File: config.mk
export PLATFORM = sky130hd
export DESIGN_NAME = json_key_string_extractor_unit
export DESIGN_NICKNAME = d
export VERILOG_FILES = /design/src/design/jkse_pkg.sv /design/src/design/json_key_string_extractor_unit.sv
export SDC_FILE = /design/constraint.sdc
export NUM_CORES = 1
export LEC_CHECK = 0
export ABC_AREA = 1
export BUFFER_PORTS_ARGS = -buffer_cell sky130_fd_sc_hd__buf_2
export CAP_MARGIN = 10
export CORE_MARGIN = 4
export CORE_UTILIZATION = 68
export CTS_CLUSTER_SIZE = 10
export DETAILED_ROUTE_END_ITERATION = 8
export PLACE_DENSITY = 0.85
export SYNTH_ARGS = -nofsm -noshare
export SYNTH_HDL_FRONTEND = slang
export SYNTH_SLANG_ARGS = --single-unit
File: constraint.sdc
create_clock -name clock -period 15.2 [get_ports clock]
set_input_delay 2.28 -clock clock [delete_from_list [all_inputs] [get_ports clock]]
set_output_delay 2.28 -clock clock [all_outputs]
set_load 0.02 [all_outputs]
File: src/design/jkse_pkg.sv
// Types, constants and decode functions of the JSON key string extractor.
package jkse_pkg;

   localparam int MAX_KEY_BYTES       = 8;
   localparam int COUNT_WIDTH_DEFAULT = 16;
   localparam int MAX_RESULTS         = 5;
   localparam int CSR_INDEX_WIDTH     = 2;
   localparam int CSR_DATA_WIDTH      = 64;

   localparam logic [3:0] KEY_LIMIT = (MAX_KEY_BYTES < 8) ? 4'(MAX_KEY_BYTES) : 4'd8;

   // Register indexes
   localparam logic [CSR_INDEX_WIDTH-1:0] CSR_KEY_CHARS  = 2'd0;
   localparam logic [CSR_INDEX_WIDTH-1:0] CSR_KEY_LENGTH = 2'd1;
   localparam logic [CSR_INDEX_WIDTH-1:0] CSR_CAPACITY   = 2'd2;

   // Register reset values ("response", eight bytes, 8 KiB)
   localparam logic [63:0] KEY_CHARS_RESET  = 64'h6573_6E6F_7073_6572;
   localparam logic [3:0]  KEY_LENGTH_RESET = 4'd8;
   localparam logic [15:0] CAPACITY_RESET   = 16'd8192;

   // Characters
   localparam logic [7:0] CH_NUL     = 8'h00;
   localparam logic [7:0] CH_SPACE   = 8'h20;
   localparam logic [7:0] CH_QUOTE   = 8'h22;
   localparam logic [7:0] CH_COLON   = 8'h3A;
   localparam logic [7:0] CH_BSLASH  = 8'h5C;
   localparam logic [7:0] CH_LOWER_U = 8'h75;

   // Surrogates and UTF-8
   localparam logic [15:0] HIGH_SUR_LO  = 16'hD800;
   localparam logic [15:0] HIGH_SUR_HI  = 16'hDBFF;
   localparam logic [15:0] LOW_SUR_BASE = 16'hDC00;
   localparam logic [20:0] SUPP_BASE    = 21'h10000;
   localparam logic [7:0]  UTF8_CONT    = 8'h80;
   localparam logic [7:0]  UTF8_LEAD2   = 8'hC0;
   localparam logic [7:0]  UTF8_LEAD3   = 8'hE0;
   localparam logic [7:0]  UTF8_LEAD4   = 8'hF0;

   // End reasons
   localparam logic [2:0] REASON_END       = 3'd0;
   localparam logic [2:0] REASON_NO_KEY    = 3'd1;
   localparam logic [2:0] REASON_NO_STRING = 3'd2;
   localparam logic [2:0] REASON_BAD_HEX   = 3'd3;
   localparam logic [2:0] REASON_CAPACITY  = 3'd4;

   typedef enum logic [3:0] {
      PH_SEARCH,
      PH_SKIP,
      PH_CHAR,
      PH_ESC,
      PH_HEX,
      PH_SUR_BS,
      PH_SUR_U,
      PH_SUR_HEX,
      PH_DONE
   } phase_type;

   typedef struct packed {
      logic [7:0] body_byte;
      logic       body_last;
   } req_type;

   typedef struct packed {
      logic [7:0] out_byte;
      logic       byte_valid;
      logic       finished;
      logic       success;
      logic [2:0] end_reason;
      logic       run_last;
   } rsp_type;

   // {valid, value} of one hex digit
   function automatic logic [4:0] hex_value(input logic [7:0] c);
      logic [4:0] r;
      r = 5'd0;
      if (c >= 8'h30 && c <= 8'h39) begin
         r = {1'b1, 4'(c - 8'h30)};
      end else if (c >= 8'h61 && c <= 8'h66) begin
         r = {1'b1, 4'(c - 8'h57)};
      end else if (c >= 8'h41 && c <= 8'h46) begin
         r = {1'b1, 4'(c - 8'h37)};
      end
      return r;
   endfunction

   // Unknown escapes pass through unchanged
   function automatic logic [7:0] escape_byte(input logic [7:0] c);
      logic [7:0] r;
      case (c)
         8'h6E:   r = 8'h0A;
         8'h72:   r = 8'h0D;
         8'h74:   r = 8'h09;
         8'h62:   r = 8'h08;
         8'h66:   r = 8'h0C;
         default: r = c;
      endcase
      return r;
   endfunction

   function automatic logic [2:0] utf8_length(input logic [20:0] cp, input logic raw);
      logic [2:0] r;
      if (raw || cp < 21'h80) begin
         r = 3'd1;
      end else if (cp < 21'h800) begin
         r = 3'd2;
      end else if (cp < 21'h10000) begin
         r = 3'd3;
      end else begin
         r = 3'd4;
      end
      return r;
   endfunction

   function automatic logic [7:0] utf8_byte(input logic [20:0] cp, input logic raw,
                                            input logic [1:0] idx);
      logic [7:0] r;
      logic [2:0] len;
      len = utf8_length(cp, raw);
      r = cp[7:0];
      case (len)
         3'd2: begin
            r = (idx == 2'd0) ? (UTF8_LEAD2 | {3'd0, cp[10:6]}) : (UTF8_CONT | {2'd0, cp[5:0]});
         end
         3'd3: begin
            case (idx)
               2'd0:    r = UTF8_LEAD3 | {4'd0, cp[15:12]};
               2'd1:    r = UTF8_CONT | {2'd0, cp[11:6]};
               default: r = UTF8_CONT | {2'd0, cp[5:0]};
            endcase
         end
         3'd4: begin
            case (idx)
               2'd0:    r = UTF8_LEAD4 | {5'd0, cp[20:18]};
               2'd1:    r = UTF8_CONT | {2'd0, cp[17:12]};
               2'd2:    r = UTF8_CONT | {2'd0, cp[11:6]};
               default: r = UTF8_CONT | {2'd0, cp[5:0]};
            endcase
         end
         default: r = cp[7:0];
      endcase
      return r;
   endfunction

   // Output stops once count plus four reaches the capacity
   function automatic logic cap_hit(input logic [31:0] count, input logic [15:0] cap);
      return ({1'b0, count} + 33'd4) >= {17'd0, cap};
   endfunction

endpackage

File: src/design/json_key_string_extractor_unit.sv
// Top level of the JSON key string extractor: key search, unescape and UTF-8 output.
//
// Body words enter on req_ (valid/ready), one byte each with a last flag. The block
// finds the quoted key, skips spaces and colons, and unescapes the string value that
// follows. Each decoded UTF-8 byte leaves on rsp_ as a data word; one status word
// (finished, success, end reason) closes the value. run_last flags the last word that a
// given input byte produced. Bytes after the status are dropped until body_last,
// which rearms the search for the next body.
// A byte sits in the input register, is decoded into up to five words, and the words
// drain from the output register one per cycle while rsp_ready is high. A byte with
// several words holds the next byte in the input register until its last word leaves;
// bytes that yield one word or none flow at one per cycle while rsp_ready is high.
// When rsp_ready is low, the output words hold and req_ready drops as soon as the
// input register is occupied. Reset (synchronous) empties both registers, rearms
// the search and loads the default key, key length and capacity.
// csr_ writes are registered and are meant for idle periods only.
module json_key_string_extractor_unit #(
   parameter int COUNT_WIDTH = jkse_pkg::COUNT_WIDTH_DEFAULT
) (
   input  logic                                   clock,
   input  logic                                   reset,
   input  logic                                   req_valid,
   output logic                                   req_ready,
   input  jkse_pkg::req_type                      req_data,
   output logic                                   rsp_valid,
   input  logic                                   rsp_ready,
   output jkse_pkg::rsp_type                      rsp_data,
   input  logic                                   csr_we,
   input  logic [jkse_pkg::CSR_INDEX_WIDTH-1:0]   csr_index,
   input  logic [jkse_pkg::CSR_DATA_WIDTH-1:0]    csr_wdata
);

   // Configuration
   logic [63:0] key_chars_ff;
   logic [3:0]  key_length_ff;
   logic [15:0] capacity_ff;

   // Input register
   logic              in_valid_ff;
   jkse_pkg::req_type in_ff;

   // Body state
   jkse_pkg::phase_type    phase_ff, phase_in;
   logic [3:0]             match_ff, match_in;
   logic [15:0]            acc_ff, acc_in;
   logic [1:0]             digits_ff, digits_in;
   logic [15:0]            pending_ff, pending_in;
   logic [COUNT_WIDTH-1:0] count_ff, count_in;

   // Output register
   jkse_pkg::rsp_type buf_ff [jkse_pkg::MAX_RESULTS];
   logic [2:0]        buf_count_ff;

   logic pop, fire;

   // Decode
   jkse_pkg::phase_type stage;
   logic [7:0]  c;
   logic        last;
   logic [3:0]  key_len_eff, match_next, key_idx;
   logic [7:0]  want;
   logic [4:0]  hex;
   logic [15:0] acc_new;
   logic [20:0] sur_cp;
   logic        a_en;
   logic [15:0] a_cp;
   logic [2:0]  b_len;
   logic [20:0] b_cp;
   logic        b_raw;
   logic        st_en, st_success;
   logic [2:0]  st_reason;
   logic [2:0]  off_b, n_items;
   jkse_pkg::rsp_type items [jkse_pkg::MAX_RESULTS];

   assign c    = in_ff.body_byte;
   assign last = in_ff.body_last;

   always_comb begin
      if (key_length_ff == 4'd0) begin
         key_len_eff = 4'd1;
      end else if (key_length_ff > jkse_pkg::KEY_LIMIT) begin
         key_len_eff = jkse_pkg::KEY_LIMIT;
      end else begin
         key_len_eff = key_length_ff;
      end
   end

   assign match_next = match_ff + 4'd1;
   assign key_idx    = match_ff - 4'd1;
   assign want       = (match_ff == 4'd0 || match_ff > key_len_eff) ? jkse_pkg::CH_QUOTE
                       : key_chars_ff[{key_idx[2:0], 3'b000} +: 8];
   assign hex        = jkse_pkg::hex_value(c);
   assign acc_new    = {acc_ff[11:0], hex[3:0]};
   assign sur_cp     = jkse_pkg::SUPP_BASE + {1'b0, pending_ff[9:0], 10'd0}
                       + {5'd0, acc_new} - {5'd0, jkse_pkg::LOW_SUR_BASE};

   always_comb begin
      phase_in   = phase_ff;
      match_in   = match_ff;
      acc_in     = acc_ff;
      digits_in  = digits_ff;
      pending_in = pending_ff;
      count_in   = count_ff;
      stage      = phase_ff;
      a_en       = 1'b0;
      a_cp       = pending_ff;
      b_len      = 3'd0;
      b_cp       = 21'd0;
      b_raw      = 1'b0;
      st_en      = 1'b0;
      st_success = 1'b0;
      st_reason  = jkse_pkg::REASON_END;

      if (phase_ff != jkse_pkg::PH_DONE && c != jkse_pkg::CH_NUL) begin
         // Flush a held high surrogate that is not followed by a second \u escape
         if (phase_ff == jkse_pkg::PH_SUR_BS && c != jkse_pkg::CH_BSLASH) begin
            a_en     = 1'b1;
            count_in = count_in + COUNT_WIDTH'(3);
            stage    = jkse_pkg::PH_CHAR;
         end else if (phase_ff == jkse_pkg::PH_SUR_U && c != jkse_pkg::CH_LOWER_U) begin
            a_en     = 1'b1;
            count_in = count_in + COUNT_WIDTH'(3);
            stage    = jkse_pkg::PH_ESC;
         end

         if (a_en && jkse_pkg::cap_hit(32'(count_in), capacity_ff)) begin
            st_en      = 1'b1;
            st_success = 1'b1;
            st_reason  = jkse_pkg::REASON_CAPACITY;
         end else begin
            unique case (stage)
               jkse_pkg::PH_SEARCH: begin
                  if (c == want) begin
                     if (match_next >= key_len_eff + 4'd2) begin
                        phase_in = jkse_pkg::PH_SKIP;
                        match_in = 4'd0;
                     end else begin
                        match_in = match_next;
                     end
                  end else begin
                     match_in = (c == jkse_pkg::CH_QUOTE) ? 4'd1 : 4'd0;
                  end
               end
               jkse_pkg::PH_SKIP: begin
                  if (c == jkse_pkg::CH_QUOTE) begin
                     phase_in = jkse_pkg::PH_CHAR;
                     if (jkse_pkg::cap_hit(32'(count_in), capacity_ff)) begin
                        st_en      = 1'b1;
                        st_success = 1'b1;
                        st_reason  = jkse_pkg::REASON_CAPACITY;
                     end
                  end else if (c != jkse_pkg::CH_SPACE && c != jkse_pkg::CH_COLON) begin
                     st_en     = 1'b1;
                     st_reason = jkse_pkg::REASON_NO_STRING;
                  end
               end
               jkse_pkg::PH_CHAR: begin
                  phase_in = jkse_pkg::PH_CHAR;
                  if (c == jkse_pkg::CH_QUOTE) begin
                     st_en      = 1'b1;
                     st_success = 1'b1;
                  end else if (c == jkse_pkg::CH_BSLASH) begin
                     phase_in = jkse_pkg::PH_ESC;
                  end else begin
                     b_len = 3'd1;
                     b_cp  = {13'd0, c};
                     b_raw = 1'b1;
                  end
               end
               jkse_pkg::PH_ESC: begin
                  if (c == jkse_pkg::CH_LOWER_U) begin
                     phase_in  = jkse_pkg::PH_HEX;
                     acc_in    = 16'd0;
                     digits_in = 2'd0;
                  end else begin
                     phase_in = jkse_pkg::PH_CHAR;
                     b_len    = 3'd1;
                     b_cp     = {13'd0, jkse_pkg::escape_byte(c)};
                     b_raw    = 1'b1;
                  end
               end
               jkse_pkg::PH_HEX: begin
                  if (!hex[4]) begin
                     st_en      = 1'b1;
                     st_success = (count_in != '0);
                     st_reason  = jkse_pkg::REASON_BAD_HEX;
                  end else begin
                     acc_in    = acc_new;
                     digits_in = digits_ff + 2'd1;
                     if (digits_ff == 2'd3) begin
                        if (acc_new >= jkse_pkg::HIGH_SUR_LO
                            && acc_new <= jkse_pkg::HIGH_SUR_HI) begin
                           pending_in = acc_new;
                           phase_in   = jkse_pkg::PH_SUR_BS;
                        end else begin
                           phase_in = jkse_pkg::PH_CHAR;
                           b_cp     = {5'd0, acc_new};
                           b_len    = jkse_pkg::utf8_length({5'd0, acc_new}, 1'b0);
                        end
                     end
                  end
               end
               jkse_pkg::PH_SUR_BS: begin
                  phase_in = jkse_pkg::PH_SUR_U;
               end
               jkse_pkg::PH_SUR_U: begin
                  phase_in  = jkse_pkg::PH_SUR_HEX;
                  acc_in    = 16'd0;
                  digits_in = 2'd0;
               end
               jkse_pkg::PH_SUR_HEX: begin
                  if (!hex[4]) begin
                     a_en       = 1'b1;
                     count_in   = count_in + COUNT_WIDTH'(3);
                     st_en      = 1'b1;
                     st_success = 1'b1;
                     st_reason  = jkse_pkg::cap_hit(32'(count_in), capacity_ff)
                                  ? jkse_pkg::REASON_CAPACITY : jkse_pkg::REASON_BAD_HEX;
                  end else begin
                     acc_in    = acc_new;
                     digits_in = digits_ff + 2'd1;
                     if (digits_ff == 2'd3) begin
                        phase_in = jkse_pkg::PH_CHAR;
                        b_cp     = sur_cp;
                        b_len    = jkse_pkg::utf8_length(sur_cp, 1'b0);
                     end
                  end
               end
               default: ;
            endcase

            // Completed character: count it, then check room for another
            if (b_len != 3'd0) begin
               count_in = count_in + COUNT_WIDTH'(b_len);
               if (jkse_pkg::cap_hit(32'(count_in), capacity_ff)) begin
                  st_en      = 1'b1;
                  st_success = 1'b1;
                  st_reason  = jkse_pkg::REASON_CAPACITY;
               end
            end
         end
      end

      // Body end: close the value from wherever decoding stands
      if (phase_ff != jkse_pkg::PH_DONE && (c == jkse_pkg::CH_NUL || last) && !st_en) begin
         st_en = 1'b1;
         a_cp  = pending_in;
         unique case (phase_in) inside
            jkse_pkg::PH_SEARCH: begin
               st_reason = jkse_pkg::REASON_NO_KEY;
            end
            jkse_pkg::PH_SKIP: begin
               st_reason = jkse_pkg::REASON_NO_STRING;
            end
            jkse_pkg::PH_HEX: begin
               st_success = (count_in != '0);
               st_reason  = jkse_pkg::REASON_BAD_HEX;
            end
            jkse_pkg::PH_SUR_BS, jkse_pkg::PH_SUR_U: begin
               a_en       = 1'b1;
               count_in   = count_in + COUNT_WIDTH'(3);
               st_success = 1'b1;
               st_reason  = jkse_pkg::cap_hit(32'(count_in), capacity_ff)
                            ? jkse_pkg::REASON_CAPACITY : jkse_pkg::REASON_END;
            end
            jkse_pkg::PH_SUR_HEX: begin
               a_en       = 1'b1;
               count_in   = count_in + COUNT_WIDTH'(3);
               st_success = 1'b1;
               st_reason  = jkse_pkg::cap_hit(32'(count_in), capacity_ff)
                            ? jkse_pkg::REASON_CAPACITY : jkse_pkg::REASON_BAD_HEX;
            end
            default: begin
               st_success = 1'b1;
            end
         endcase
      end

      if (st_en) begin
         phase_in = jkse_pkg::PH_DONE;
      end

      // Rearm for the next body
      if (last) begin
         phase_in   = jkse_pkg::PH_SEARCH;
         match_in   = 4'd0;
         acc_in     = 16'd0;
         digits_in  = 2'd0;
         pending_in = 16'd0;
         count_in   = '0;
      end
   end

   // Lay out the words: held surrogate bytes, then the character, then the status
   assign off_b   = a_en ? 3'd3 : 3'd0;
   assign n_items = off_b + b_len + {2'd0, st_en};

   always_comb begin
      for (int j = 0; j < jkse_pkg::MAX_RESULTS; j++) begin
         items[j] = '0;
         if (3'(j) < off_b) begin
            items[j].out_byte   = jkse_pkg::utf8_byte({5'd0, a_cp}, 1'b0, 2'(j));
            items[j].byte_valid = 1'b1;
         end else if (3'(j) < off_b + b_len) begin
            items[j].out_byte   = jkse_pkg::utf8_byte(b_cp, b_raw, 2'(3'(j) - off_b));
            items[j].byte_valid = 1'b1;
         end else begin
            items[j].finished   = 1'b1;
            items[j].success    = st_success;
            items[j].end_reason = st_reason;
         end
         items[j].run_last = (3'(j) + 3'd1 == n_items);
      end
   end

   // Handshakes
   assign rsp_valid = (buf_count_ff != 3'd0);
   assign rsp_data  = buf_ff[0];
   assign pop       = rsp_valid && rsp_ready;
   assign fire      = in_valid_ff && (buf_count_ff == 3'd0 || (buf_count_ff == 3'd1 && pop));
   assign req_ready = !in_valid_ff || fire;

   always_ff @(posedge clock) begin
      if (reset) begin
         key_chars_ff  <= jkse_pkg::KEY_CHARS_RESET;
         key_length_ff <= jkse_pkg::KEY_LENGTH_RESET;
         capacity_ff   <= jkse_pkg::CAPACITY_RESET;
      end else if (csr_we) begin
         unique case (csr_index)
            jkse_pkg::CSR_KEY_CHARS:  key_chars_ff  <= csr_wdata;
            jkse_pkg::CSR_KEY_LENGTH: key_length_ff <= csr_wdata[3:0];
            jkse_pkg::CSR_CAPACITY:   capacity_ff   <= csr_wdata[15:0];
            default: ;
         endcase
      end
   end

   always_ff @(posedge clock) begin
      if (reset) begin
         in_valid_ff <= 1'b0;
      end else if (req_ready) begin
         in_valid_ff <= req_valid;
      end
   end

   always_ff @(posedge clock) begin
      if (req_valid && req_ready) begin
         in_ff <= req_data;
      end
   end

   always_ff @(posedge clock) begin
      if (reset) begin
         phase_ff <= jkse_pkg::PH_SEARCH;
      end else if (fire) begin
         phase_ff <= phase_in;
      end
   end

   always_ff @(posedge clock) begin
      if (reset) begin
         match_ff   <= 4'd0;
         acc_ff     <= 16'd0;
         digits_ff  <= 2'd0;
         pending_ff <= 16'd0;
         count_ff   <= '0;
      end else if (fire) begin
         match_ff   <= match_in;
         acc_ff     <= acc_in;
         digits_ff  <= digits_in;
         pending_ff <= pending_in;
         count_ff   <= count_in;
      end
   end

   always_ff @(posedge clock) begin
      if (reset) begin
         buf_count_ff <= 3'd0;
      end else if (fire) begin
         buf_count_ff <= n_items;
      end else if (pop) begin
         buf_count_ff <= buf_count_ff - 3'd1;
      end
   end

   // Load a fresh run of words, or advance the queue by one
   always_ff @(posedge clock) begin
      if (fire) begin
         buf_ff <= items;
      end else if (pop) begin
         for (int k = 0; k < jkse_pkg::MAX_RESULTS - 1; k++) begin
            buf_ff[k] <= buf_ff[k + 1];
         end
      end
   end

endmodule

After elaboration in Yosys (flattened, before gate mapping)
Cells that the tools add are included.
- register bits after elaboration: 226
- input port bits: 80
- word-level logic and storage cells: 454
- $add $sub $neg: 26
- $lt $le $gt $ge: 35
- equality and inequality tests: 80
- shift operators: 1
- multiplexer cells: 214
- reductions and logical operators: 55
- operators with widths (kind ; number):
    $mux 16 ; 24
    $pmux 8 s3 ; 8
    $mux 3 ; 42
    $mux 60 ; 2
    $pmux 7 s3 ; 5
    $mux 9 ; 10
    $mux 4 ; 22
    $mux 21 ; 4
    $pmux 21 s4 ; 1
    $pmux 7 s2 ; 5
    $add 16x3->17 const B ; 4
    $ge 17x16->1 ; 4
    $shiftx 64x7->8 ; 1
    $eq 3x2->1 const B ; 20
    $mux 12 ; 5
    $mux 5 ; 12
    $eq 8x7->1 const B ; 7
    $add 16x2->16 const B ; 3
    $lt 21x12->1 const B ; 2
    $lt 21x17->1 const B ; 2
    $lt 21x8->1 const B ; 2
    $eq 4x3->1 const B ; 10
    $mux 8 ; 5
    $pmux 8 s5 ; 1
    other kinds (78) ; 210

Depth between registers and ports, before layout
- depth in word-level cells: 36
- depth in mapped cells: 58
- gate-level depth less buffers: 56

Least setup slack after synthesis
No wires, ideal clock.
- path kind: register -> register
- start point: register in_ff, in the netlist c[0]
- end point: register buf_ff[5] in the netlist's numbering (data pin)
- library setup time: 317 ps
- data arrival time: 7573 ps
- path slack: 7310 ps
- cell stages (with the launch flop): 47
- period minus slack after synthesis: 7890 ps
- cell sequence: edfxtp_1 -> inv_1 -> ha_1 -> nand2_1 -> nor2_1 -> nand2_2 -> nand2_4 -> nand4_4 -> nor2_2 -> buf_4 -> clkbuf_1 -> xor2_1 -> inv_1 -> ha_1 -> ha_1 -> inv_1 -> nand2_1 -> nand2_1 -> [... 11 more ...] -> nor3_1 -> nand4_1 -> o221ai_1 -> a21oi_1 -> or2_2 -> nand3_2 -> nand2_4 -> nand3_2 -> nand2_4 -> buf_6 -> buf_2 -> ha_1 -> fa_1 -> or2_2 -> nand2_1 -> inv_1 -> a21oi_1 -> clkinv_1
- longest elaborated chain between the ends: 30
- elaborated cells between the ends (all ways): 128
- classes of those cells: add/sub: 10; order compare: 17; eq/ne: 18; mux: 64; reduce/logical: 19
- ends and longest elaborated chain (element ; RTL line ; source):
    start: declaration ; json_key_string_extractor_unit.sv:40 ; jkse_pkg::req_type in_ff;
    start signal: assignment ; json_key_string_extractor_unit.sv:348 ; in_ff <= req_data;
    $ge 8x7->1 / $le 8x7->1 (equally long branches) ; jkse_pkg.sv:81 ; end else if (c >= 8'h41 && c <= 8'h46) begin
    $logic_and 1x1->1 ; jkse_pkg.sv:81 ;
    $mux 5 ; jkse_pkg.sv:81 ;
    $mux 5 ; jkse_pkg.sv:79 ; end else if (c >= 8'h61 && c <= 8'h66) begin
    $mux 5 ; jkse_pkg.sv:77 ; if (c >= 8'h30 && c <= 8'h39) begin
    $add 21x16->21 ; json_key_string_extractor_unit.sv:95 ; + {5'd0, acc_new} - {5'd0, jkse_pkg::LOW_SUR_BASE};
    $sub 21x16->21 ; json_key_string_extractor_unit.sv:95 ;
    $lt 21x17->1 ; jkse_pkg.sv:107 ; end else if (cp < 21'h10000) begin
    [... 14 more ...] ; n/a ;
    $mux 1 ; json_key_string_extractor_unit.sv:114 ; if (phase_ff != jkse_pkg::PH_DONE && c != jkse_pkg::CH_NUL) begin
    $logic_not 1->1 ; json_key_string_extractor_unit.sv:245 ; if (phase_ff != jkse_pkg::PH_DONE && (c == jkse_pkg::CH_NUL || last) && !st_en) begin
    $logic_and 1x1->1 ; json_key_string_extractor_unit.sv:245 ;
    $mux 1 ; json_key_string_extractor_unit.sv:245 ;
    $mux 2 ; json_key_string_extractor_unit.sv:295 ; assign off_b = a_en ? 3'd3 : 3'd0;
    $add 2x3->3 ; json_key_string_extractor_unit.sv:304 ; end else if (3'(j) < off_b + b_len) begin
    $lt 3x3->1 ; json_key_string_extractor_unit.sv:304 ;
    $mux 5 ; json_key_string_extractor_unit.sv:304 ;
    end signal: assignment ; json_key_string_extractor_unit.sv:389 ; buf_ff <= items;
    end signal: indexed assignment ; json_key_string_extractor_unit.sv:392 ; buf_ff[k] <= buf_ff[k + 1];
    end: declaration ; json_key_string_extractor_unit.sv:51 ; jkse_pkg::rsp_type buf_ff [jkse_pkg::MAX_RESULTS];
Parallel ways exist; a longest one is shown, timed or not. The select of a mux whose other input is x is not followed.
A chain may end at the register's enable or synchronous reset.

Worst setup path after layout
- start point: register in_ff, in the netlist c[0]
- end point: register buf_ff[11] in the netlist's numbering (data pin)
- longest elaborated chain between the ends: 33
- elaborated cells between the ends (all ways): 188
- classes of those cells: add/sub: 11; order compare: 22; eq/ne: 31; mux: 103; reduce/logical: 21
- ends and longest elaborated chain (element ; RTL line ; source):
    $ge 8x7->1 / $le 8x7->1 (equally long branches) ; jkse_pkg.sv:81 ;
    $logic_and 1x1->1 ; jkse_pkg.sv:81 ;
    $mux 5 ; jkse_pkg.sv:81 ;
    $mux 5 ; jkse_pkg.sv:79 ;
    $mux 5 ; jkse_pkg.sv:77 ;
    $add 21x16->21 ; json_key_string_extractor_unit.sv:95 ;
    $sub 21x16->21 ; json_key_string_extractor_unit.sv:95 ;
    $lt 21x17->1 ; jkse_pkg.sv:107 ;
    [... 17 more ...] ; n/a ;
    $mux 16 / $mux 1 (equally long branches) ; json_key_string_extractor_unit.sv:245 ;
    $lt 16x12->1 / $mux 2 (equally long branches) ; jkse_pkg.sv:105, json_key_string_extractor_unit.sv:295 ;
    $mux 1 / $sub 1x2->2 (equally long branches) ; jkse_pkg.sv:105, json_key_string_extractor_unit.sv:305 ;
    $mux 2 (tied with other cells) ; jkse_pkg.sv:103 ; if (raw || cp < 21'h80) begin
    $mux 3 (tied with other cells) ; json_key_string_extractor_unit.sv:301 ; if (3'(j) < off_b) begin
    $eq 3x3->1 (tied with other cells) ; jkse_pkg.sv:121 ; case (len)
    $pmux 8 s3 / $mux 9 (equally long branches) ; jkse_pkg.sv:121, json_key_string_extractor_unit.sv:304 ;
    $mux 9 (*) ; json_key_string_extractor_unit.sv:301 ;
Every way passes the cells marked *; elsewhere a longest branch is shown, timed or not. The select of a mux whose other input is x is not followed.

==> Implementation_results.wiki <==
{| class="wikitable"
! Metric !! Value
|-
| Run status || completed
|-
| Clock Path Buffers || 3
|-
| Antenna violations before repair || 1
|-
| Cells taking the most area after synthesis || dfxtp_1 (15%), nand2_1 (15%), edfxtp_1 (14%), ha_1 (7.4%), inv_1 (6.2%)
|-
| Required time of the worst setup path || 15.58 ns
|-
| Leading cell type in the layout, fill and taps excluded || nand2_1
|-
| Post-cts repair resize count || 0
|-
| F_max || 102.9 MHz
|-
| Number of enable-type register cells in the synthesized netlist || 84
|-
| Area of the multi-input gates || 0.01133 sq mm
|-
| Most used DFF post-synth || dfxtp_1
|-
| Number of search-and-repair iterations in the first detailed-routing pass || 7
|-
| # hold bufs at CTS || 0
|-
| Yosys warns || 0
|-
| Sequential-to-total area share from yosys stat || 28.92%
|-
| Leading area contributor after synthesis || dfxtp_1
|-
| ANT nets after route || 0
|-
| Number of buffers added on ports || 96
|-
| Instance area at placement || 0.01904 sq mm
|-
| Detail-routed net length per standard cell || 18.21 um
|-
| Final Core Density || 73.94%
|-
| Min cycle time layout || 9.719 ns
|-
| Die boundary width || 173.2 um
|-
| Power per cell area || 116.4 mW/mm^2
|-
| Peak ir drop on the vdd network || 0.1000 mV
|-
| Starting Density || 69.02%
|-
| CTS tree || done
|-
| First-iteration detailed-routing DRC count || 2558
|-
| Top library cells by usage in the layout, fill and taps aside || nand2_1 (735), inv_1 (308), nor2_1 (251)
|-
| Async S/R FF share, synth || 0%
|-
| Hold Fails Final Rpt || 0
|-
| Count of vias placed by the detailed router || 19410
|-
| Fraction of layout instances using a drive strength above 1 || 12.22%
|-
| Number of cell rows || 60
|-
| Register clock-pin slew on the reported worst setup and hold paths || 0.06 ns
|-
| Distinct cells, synth || 67
|-
| Drc violations || 0
|-
| Kind of launch point of the worst setup path || flop
|-
| Critical path endpoint category || flop
|-
| Family of cells with the greatest summed delay on the critical path || simple AND/OR/NAND/NOR gates
|-
| Die extent in y || 173.2 um
|-
| Final-layout worst hold slack || 0.4601 ns
|-
| Detailed-route vias per instance || 6.136
|-
| Total routing usage reported by global routing || 36.68%
|-
| Number of fillers in the final layout || 2129
|-
| Cell area after layout || 0.01987 sq mm
|-
| Peak fanout along the critical path || 29
|-
| Fin nets || 2998
|-
| Number of buffers and inverters on the critical path || 5
|-
| Cts bufs inserted || 28
|-
| Floorplan Core Area || 0.02688 sq mm
|-
| Count of antenna diodes in the layout || 0
|-
| Root Buffer || clkbuf_16
|-
| Unrepaired setup endpoints after global routing || no
|-
| Actual slew at the worst max-slew pin || 1.075 ns
|-
| Pin count of the biggest net entering global routing || 65
|-
| HPWL after detailed placement || 43950 um
|-
| Max-cap violation count || 0
|-
| Leakage || 9.519 nW
|-
| Endpoints failing setup || 0
|-
| Number of global-route vias before repair || 17960
|-
| Hold Crit Class || flop to flop
|-
| Global-route wire length before repair || 91300 um
|-
| Total area of sequential cells || 0.005365 sq mm
|-
| Post-synth net total || 2967
|-
| Gate count after technology mapping || 2775
|-
| Wire length after detailed routing || 57630 um
|-
| Total congestion overflow after global routing || 0
|-
| Setup fix buffers added after clock tree synthesis || 0
|-
| Crit Path Class || flop to flop
|-
| Gp weighted congestion || 1.054
|-
| Layout area overhead || 7.129%
|-
| #FFs+latches synth || 226
|-
| Area enclosed by the die boundary || 0.02999 sq mm
|-
| Maximum cell stage delay along the critical path || 0.51 ns
|-
| Share of the synthesized area in the top cell type || 15.32%
|-
| Clock latency on the worst-skew pair || 0.54 ns
|-
| CTS H-tree depth || 1
|-
| Slowest cell on crit path || a21oi_1
|-
| Final Slew Violations || 0
|-
| Crit path DAT || 10.10 ns
|-
| Period Utilization, post-route || 63.94%
|-
| Setup clock skew after layout || 0.01120 ns
|-
| Setup TNS || 0 ns
|-
| Most common cell on crit path || nand2_1
|-
| Mean post-synth cell area || 6.685 sq um
|-
| Worst max-slew margin expressed relative to the limit || 27.84%
|-
| Post-Syn Area || 0.01855 sq mm
|-
| Number of sinks driven by the clock tree || 226
|-
| Count of boundary I/O pins || 97
|}
routing by layer:
layer  share of wire (%)  GRT usage, %
met2                  44         58.77
met1                  41         50.53
met3                  11         6.493
met4                 3.9         12.24
met5               0.023             0
sequential cells by signal, summed over array words and instances, names as in the netlist:
register       cells
digits_ff          2
key_chars_ff      64
phase_ff           4
key_length_ff      4
match_ff           4
last               1
acc_ff            12
buf_ff            60
c                  8
rsp_data          15
in_valid_ff        1
count_ff          16
capacity_ff       16
pending_ff        16
buf_count_ff       3
where the power goes:
part           switching (mW)  internal [mW]
Combinational           0.575          0.251
Clock                   0.251          0.368
Sequential             0.0543          0.814
Total                   0.880           1.43
path summary, 6_finish.rpt:
| check | slack [ns] | cells after the start | from | endpoint |
|---|---|---|---|---|
| max | 5.48 | 47 | c[0]$_DFFE_PP_ | buf_ff[11]$_SDFFCE_PN0P_ |
| min | 0.46 | 2 | key_chars_ff[5]$_SDFFE_PP1P_ | key_chars_ff[5]$_SDFFE_PP1P_ |
| max reg2reg | 5.48 | 47 | c[0]$_DFFE_PP_ | buf_ff[11]$_SDFFCE_PN0P_ |
| min reg2reg | 0.46 | 2 | key_chars_ff[5]$_SDFFE_PP1P_ | key_chars_ff[5]$_SDFFE_PP1P_ |
cell families (layout without fill, tap and decap cells):
family / count (synthesis) / in the layout / synth area share [%]
simple gates: 1412 / 1412 / 34.58
compound gates: 493 / 493 / 15.49
buf+inv: 464 / 512 / 10.15
flops: 226 / 226 / 28.92
fa+ha+maj: 112 / 112 / 7.635
xor+xnor: 67 / 67 / 3.163
mux: 1 / 1 / 0.05396
final cells by class:
cell class	instances	share of cell area [%]
clock buffers	41	3.929
clock inverters	6	0.2833
inverters	357	6.775
multi-input cells	2085	57.00
flip-flops and latches	226	27.00
well taps	341	2.147
repair buffers	108	2.871
synth_stat cells, types with 6 or more instances:
cell type    n
nand2_1    737
inv_1      308
nor2_1     253
nand3_1    192
a21oi_1    156
o21ai_0    146
dfxtp_1    142
ha_1       110
edfxtp_1    84
clkbuf_1    68
xor2_1      53
inv_2       43
o211ai_1    42
nand2_2     41
nand4_1     41
o21ai_1     38
nor2_2      32
nor3_1      27
a31oi_1     18
o22ai_1     18
buf_4       17
nand3_2     17
nand2_4     16
a211oi_1    15
xnor2_1     14
nor2_4      13
buf_2       12
nor4_1      12
a22oi_1      9
o21ai_2      8
o31ai_1      8
buf_6        6
o21bai_1     6
worst register-to-register path, delay by kind of cell, from the launching register on:
kind	cells	cell delay [ns]
adders and majority gates	6	1.80
xor gates and xnor gates	1	0.12
and+or+nand+nor	31	5.45
buffers and inverters	5	0.79
DFF	1	0.46
AOI/OAI and AO/OA	4	0.94
per-stage QoR:
step                total power [mW]  setup slack [ns]  instances
CTS                            2.294             5.710       3164
detailed placement             1.681             5.749       3117
global placement               1.651             6.173       3117
global route                   2.436             4.737       3164
finish                         2.313             5.481       3164
floorplan                      1.481             7.310       2775
(Power assumes the default switching activity.)
